$ cat src/rtl/core/ptle_pkg.sv
// ----------------------------------------------------------------------------
// ptle_pkg
// Shared types and constants of the page table lookup engine.
// ----------------------------------------------------------------------------
package ptle_pkg;

    localparam int MODE_W      = 3;
    localparam int PAGE_W      = 10;
    localparam int FRAME_W     = 10;
    localparam int CFG_W       = 11;
    localparam int CNT_W       = 32;
    localparam int FRAME_SPACE = 1024;

    typedef enum logic [MODE_W-1:0] {
        MODE_LOOKUP    = 3'd0,
        MODE_SET_VALID = 3'd1,
        MODE_SET_DIRTY = 3'd2,
        MODE_SET_FRAME = 3'd3,
        MODE_ALLOC     = 3'd4,
        MODE_READ      = 3'd5
    } mode_t;

    typedef enum logic {
        ST_IDLE = 1'b0,
        ST_EXEC = 1'b1
    } state_t;

    typedef struct packed {
        logic [MODE_W-1:0]  mode;
        logic [PAGE_W-1:0]  page;
        logic               flag;
        logic [FRAME_W-1:0] frame;
    } req_t;

    typedef struct packed {
        logic               valid;
        logic               dirty;
        logic [FRAME_W-1:0] frame;
        logic [CNT_W-1:0]   stamp;
    } entry_t;

    typedef struct packed {
        logic               hit;
        logic [FRAME_W-1:0] frame_out;
        logic               alloc_ok;
        logic               valid_out;
        logic               dirty_out;
        logic [CNT_W-1:0]   last_used_out;
        logic [CNT_W-1:0]   hit_total;
        logic [CNT_W-1:0]   miss_total;
        logic [CNT_W-1:0]   ref_total;
        logic [CNT_W-1:0]   ordinal_now;
    } result_t;

endpackage

$ cat src/rtl/core/ptle_exec.sv
// ----------------------------------------------------------------------------
// ptle_exec
// Modify stage: turns the fetched entry and the request into the written-back
// entry and the result, and holds the counters and the frame allocator.
// ----------------------------------------------------------------------------
module ptle_exec #(
    parameter int NUM_PAGES  = 1024,
    parameter int NUM_FRAMES = 1024,
    parameter int ADDR_W     = 10
) (
    input  logic                        clk,
    input  logic                        rst_n,
    input  logic                        fire,
    input  ptle_pkg::req_t              req,
    input  ptle_pkg::entry_t            rd_entry,
    input  logic [ptle_pkg::CFG_W-1:0]  max_frame_count,
    output logic                        wr_en,
    output logic [ADDR_W-1:0]           wr_addr,
    output ptle_pkg::entry_t            wr_entry,
    output ptle_pkg::result_t           res
);
    import ptle_pkg::*;

    localparam int PW      = ADDR_W + PAGE_W;
    localparam int LIM_CAP = (NUM_FRAMES < FRAME_SPACE) ? NUM_FRAMES : FRAME_SPACE;

    logic [CNT_W-1:0] hit_cnt_reg,  hit_cnt_next;
    logic [CNT_W-1:0] miss_cnt_reg, miss_cnt_next;
    logic [CNT_W-1:0] ref_cnt_reg,  ref_cnt_next;
    logic [CNT_W-1:0] ordinal_reg,  ordinal_next;
    logic [CFG_W-1:0] frames_used_reg, frames_used_next;

    logic [PW-1:0]    page_wide;
    logic             in_table;
    logic [CFG_W-1:0] limit;
    entry_t           cur;
    logic             write_req;

    assign page_wide = {{ADDR_W{1'b0}}, req.page};
    assign in_table  = page_wide < PW'(NUM_PAGES);
    assign wr_addr   = page_wide[ADDR_W-1:0];
    assign limit     = (max_frame_count < CFG_W'(LIM_CAP)) ? max_frame_count
                                                           : CFG_W'(LIM_CAP);

    always_comb
    begin
        // Pages beyond the table read as an all-zero entry.
        cur              = in_table ? rd_entry : '0;
        wr_entry         = cur;
        write_req        = 1'b0;
        res              = '0;
        hit_cnt_next     = hit_cnt_reg;
        miss_cnt_next    = miss_cnt_reg;
        ref_cnt_next     = ref_cnt_reg;
        ordinal_next     = ordinal_reg;
        frames_used_next = frames_used_reg;
        case (req.mode)
            MODE_LOOKUP:
            begin
                ref_cnt_next = ref_cnt_reg + 1'b1;
                if (cur.valid)
                begin
                    res.hit       = 1'b1;
                    res.frame_out = cur.frame;
                    hit_cnt_next  = hit_cnt_reg + 1'b1;
                end
                else
                begin
                    miss_cnt_next = miss_cnt_reg + 1'b1;
                end
                wr_entry.stamp = ordinal_reg;
                write_req      = 1'b1;
                ordinal_next   = ordinal_reg + 1'b1;
            end
            MODE_SET_VALID:
            begin
                wr_entry.valid = req.flag;
                write_req      = 1'b1;
            end
            MODE_SET_DIRTY:
            begin
                wr_entry.dirty = req.flag;
                write_req      = 1'b1;
            end
            MODE_SET_FRAME:
            begin
                wr_entry.frame = req.frame;
                write_req      = 1'b1;
            end
            MODE_ALLOC:
            begin
                if (frames_used_reg < limit)
                begin
                    res.frame_out    = frames_used_reg[FRAME_W-1:0];
                    res.alloc_ok     = 1'b1;
                    frames_used_next = frames_used_reg + 1'b1;
                end
            end
            MODE_READ:
            begin
                res.frame_out     = cur.frame;
                res.valid_out     = cur.valid;
                res.dirty_out     = cur.dirty;
                res.last_used_out = cur.stamp;
            end
            default:
            begin
                write_req = 1'b0;
            end
        endcase
        res.hit_total   = hit_cnt_next;
        res.miss_total  = miss_cnt_next;
        res.ref_total   = ref_cnt_next;
        res.ordinal_now = ordinal_next;
    end

    assign wr_en = fire && write_req && in_table;

    always_ff @(posedge clk or negedge rst_n)
    begin
        if (!rst_n)
        begin
            hit_cnt_reg     <= '0;
            miss_cnt_reg    <= '0;
            ref_cnt_reg     <= '0;
            ordinal_reg     <= '0;
            frames_used_reg <= '0;
        end
        else if (fire)
        begin
            hit_cnt_reg     <= hit_cnt_next;
            miss_cnt_reg    <= miss_cnt_next;
            ref_cnt_reg     <= ref_cnt_next;
            ordinal_reg     <= ordinal_next;
            frames_used_reg <= frames_used_next;
        end
    end

endmodule
$ cat config.mk
export PLATFORM = sky130hd
export DESIGN_NAME = ptle_exec
export DESIGN_NICKNAME = d
export VERILOG_FILES = /design/src/rtl/core/ptle_pkg.sv /design/src/rtl/core/ptle_exec.sv
export SDC_FILE = /design/constraint.sdc
export NUM_CORES = 1
export LEC_CHECK = 0
export BUFFER_PORTS_ARGS = -buffer_cell sky130_fd_sc_hd__buf_2
export CAP_MARGIN = 40
export CORE_MARGIN = 3
export CORE_UTILIZATION = 52
export DETAILED_ROUTE_END_ITERATION = 8
export HOLD_SLACK_MARGIN = 0.12
export PLACE_DENSITY = 0.86
export SLEW_MARGIN = 40
export SYNTH_ARGS = -nofsm -noshare
export SYNTH_HDL_FRONTEND = slang
export SYNTH_SLANG_ARGS = --single-unit
export TNS_END_PERCENT = 50
$ cat constraint.sdc
create_clock -name clk -period 2.8 [get_ports clk]
set_input_delay 0.14 -clock clk [delete_from_list [all_inputs] [get_ports clk]]
set_output_delay 0.14 -clock clk [all_outputs]
set_load 0.05 [all_outputs]
==> results.yml <==
power_and_ir_drop:
  power_per_cell_area_nw_per_um2: 532
  power.share.switching_pct: 34.0
  internal_power_summed_over_all_cells_mw: 4.19
  seqPwrFrac_pct: 36.9
  worst_ir_drop_on_vdd_uv: 518
  clockPowerShare_pct: 39.7
  p_comb_share_pct: 23.4
  p_switching_mw: 2.15
  leakage_nw: 6.23
route:
  remaining_drc_errors: 0
  drt_iter0_markers: 568
  detail_route.vias_per_cell: 5.64
  via_count: 9156
  detail_route.wirelength_um: 28600
  routed_wire_length_per_instance_um: 17.6
  first_pass_iters: 5
  drt.antenna.violating_nets: 0
worst_setup_path:
  start_kind: "register"
  critical_path_peak_fanout: 6
  criticalPathCategory: "reg -> out"
  critical_path_s_top_delay_family: "simple AND/OR/NAND/NOR gates"
  critPathMostFrequentCell: "sky130_fd_sc_hd__buf_4"
  data_required_time_of_the_critical_path_ns: 2.66
  path_buf_inv: 2
  critical_path.max_stage_delay_ns: 0.43
  endpoint_kind: "output pin"
  crit_slowest_cell: "sky130_fd_sc_hd__dfrtp_1"
  crit_path_cell_trace: "ha_1 -> and3_2 -> nand4_1 -> nor4_2 -> buf_4 -> nand2_1 -> xnor2_1 -> buf_4"
  arrival_ns: 2.58
sta:
  finalHoldViolCount: 0
  final.setup.tns_ns: 0
  final.period_utilization_pct: 97.2
  timing.clock.skew_ns: 0.0123
  fin_crit_ns: 2.72
  timing_worst_slew_pin_value_ns: 0.674
  max_clock_freq_mhz: 367
  rsz0062_at_grt: "yes"
  number_of_max_slew_violations_in_the_final_report: 0
  maxSlewHeadroom_pct: 55.1
  setup_violations: 0
grt:
  grt.overflow.total: 0
  grt_pass1_wl_um: 45500
  grt_antenna_before_repair: 1
  grt_use_total_pct: 28.3
  first_global_vias: 9008
  grt_start_max_net_pins: 73
yosys:
  async_reset_ff_share_pct: 100
  synth_nets: 1219
  synth_register_bits: 139
  netlist_area_um2: 9500
  synthesis.area_per_instance_um2: 8.47
  edff_count_synth: 0
  syn_inst: 1122
  register_area_share_after_synthesis_pct: 36.6
  yosys_warnings: 0
  synth_cell_type_count: 40
  ys_dominant_reg_cell: "sky130_fd_sc_hd__dfrtp_1"
place:
  gp_congestion: 0.944
  place.port_buffers: 290
  place.detailed.hpwl_um: 21300
layout:
  antenna_cells: 0
  final_util_pct: 67.8
  drive_above_1_share_pct: 28.7
  filler_cell_count: 1395
  final_common_cell: "sky130_fd_sc_hd__buf_2"
  area.growth.synth_to_final_pct: 25.5
  layout_common_cells: "283 x sky130_fd_sc_hd__buf_2, 230 x sky130_fd_sc_hd__nand2_1, 169 x sky130_fd_sc_hd__xnor2_1, 134 x sky130_fd_sc_hd__dfrtp_1, 88 x sky130_fd_sc_hd__xor2_1"
  design.final.nets: 1481
clocking:
  clk_latency_ns: 0.43
  cts_max_path_buffers: 2
  tritoncts: "built"
  cts.htree.levels: 4
  cts.root.buffer_cell: "sky130_fd_sc_hd__clkbuf_16"
  tritoncts.num_buffers: 17
  clock_transition_at_the_registers_of_the_reported_paths_ns: 0.06
  clock_net_sink_count: 139
die:
  die_area_um2: 19900
  floorplan.die.height_um: 141
  initial_core_util_pct: 54.0
  rows: 48
  die_w_um: 141
  core_area_um2: 17600
  io_pins: 311
worst_hold_path:
  worst_hold_path_type: "in -> reg"
run_status:
  outcome: "finished, final reports clean"
job:
  timing.max_cap.violations: 0
per-stage QoR:
step	power, mW	hold slack [ns]	instance area [um^2]	worst slack (ns)	instances
after floorplan	3.42	-0.156	9510	-0.0530	1122
after global placement	3.82	0.199	11100	0.278	1586
after detailed placement	3.85	0.205	11100	0.193	1586
after CTS	6.37	0.126	11900	-0.00536	1620
after global routing	6.58	0.143	11900	-0.0521	1622
final	6.34	0.144	11900	0.0777	1622
cell type report:
| type | count | area, um^2 | share of cell area, % |
|---|---|---|---|
| sequential | 139 | 3480 | 29.2 |
| multi-input combinational | 891 | 5720 | 48.0 |
| timing repair buffer | 323 | 1740 | 14.5 |
| clock inverter | 12 | 193 | 1.62 |
| tap | 225 | 282 | 2.36 |
| inverter | 12 | 45.0 | 0.378 |
| clock buffer | 20 | 467 | 3.91 |
worst paths after layout:
kind	startpoint	to	slack, ns	cells after the start
max reg2reg	miss_cnt_reg[8]$_DFFE_PN0P_	miss_cnt_reg[29]$_DFFE_PN0P_	0.65	5
max	hit_cnt_reg[1]$_DFFE_PN0P_	res[124]	0.08	8
min in group asynchronous	rst_n	miss_cnt_reg[19]$_DFFE_PN0P_	0.29	2
min reg2reg	hit_cnt_reg[31]$_DFFE_PN0P_	hit_cnt_reg[31]$_DFFE_PN0P_	0.50	1
max in group asynchronous	rst_n	ordinal_reg[0]$_DFFE_PN0P_	1.75	3
min	fire	miss_cnt_reg[10]$_DFFE_PN0P_	0.14	3
metal layers:
layer  global-route usage [%]  routed length [um]  up-vias
met5                        0                   9        -
met4                     12.9                 897        2
met3                     6.14                2040       63
met2                     46.6               14000      406
met1                     35.7               11600     4414
li1                         -                   -     4271
power by group through the flow:
| stage | clock (mW) | sequential (mW) | combinational [mW] |
|---|---|---|---|
| detailed placement | 0 | 2.37 | 1.48 |
| floorplan | 0 | 2.28 | 1.13 |
| global route | 2.63 | 2.37 | 1.59 |
| finish | 2.52 | 2.34 | 1.49 |
| global placement | 0 | 2.36 | 1.45 |
| CTS | 2.55 | 2.34 | 1.49 |
what timing repair did:
item / in CTS / in global routing
setup endpoints to repair: 9 / 37
setup buffers: 1 / 2
resized for setup: 5 / 23
hold endpoints to repair: 70 / 0
gates cloned: 0 / 0
pin swaps: 1 / 1
hold buffers: 1 / 0
cells by family (layout without fill, tap and decap cells):
group                    Yosys count  after routing  synth area share [%]
flip-flops                       139            139                  36.6
XOR/XNOR                         258            258                  23.8
buffers and inverters             92            367                  4.12
multiplexers                      14             14                  1.66
AND/OR/NAND/NOR                  579            579                  30.0
adder cells (fa/ha/maj)           15             15                  1.97
AO/OA/AOI/OAI                     25             25                  1.88
tightest hold or removal path: stages:
cell and delay (ns):
sky130_fd_sc_hd__buf_2 0.21, sky130_fd_sc_hd__nand2_1 0.12, sky130_fd_sc_hd__xnor2_1 0.06
cell usage after synthesis, drive strengths merged, types with 7 or more instances:
master / count / area (um^2)
a22o: 10 / 87.6
and2: 14 / 87.6
and3: 61 / 382
and4: 21 / 184
buf: 23 / 133
clkbuf: 57 / 214
dfrtp: 139 / 3480
ha: 15 / 188
inv: 11 / 41.3
mux2: 14 / 158
nand2: 230 / 863
nand3: 74 / 370
nand4: 48 / 300
nor2: 71 / 269
nor3: 23 / 115
nor4: 14 / 106
or3: 7 / 43.8
xnor2: 170 / 1490
xor2: 88 / 771
No activity file was read; power rests on OpenSTA's default activity.
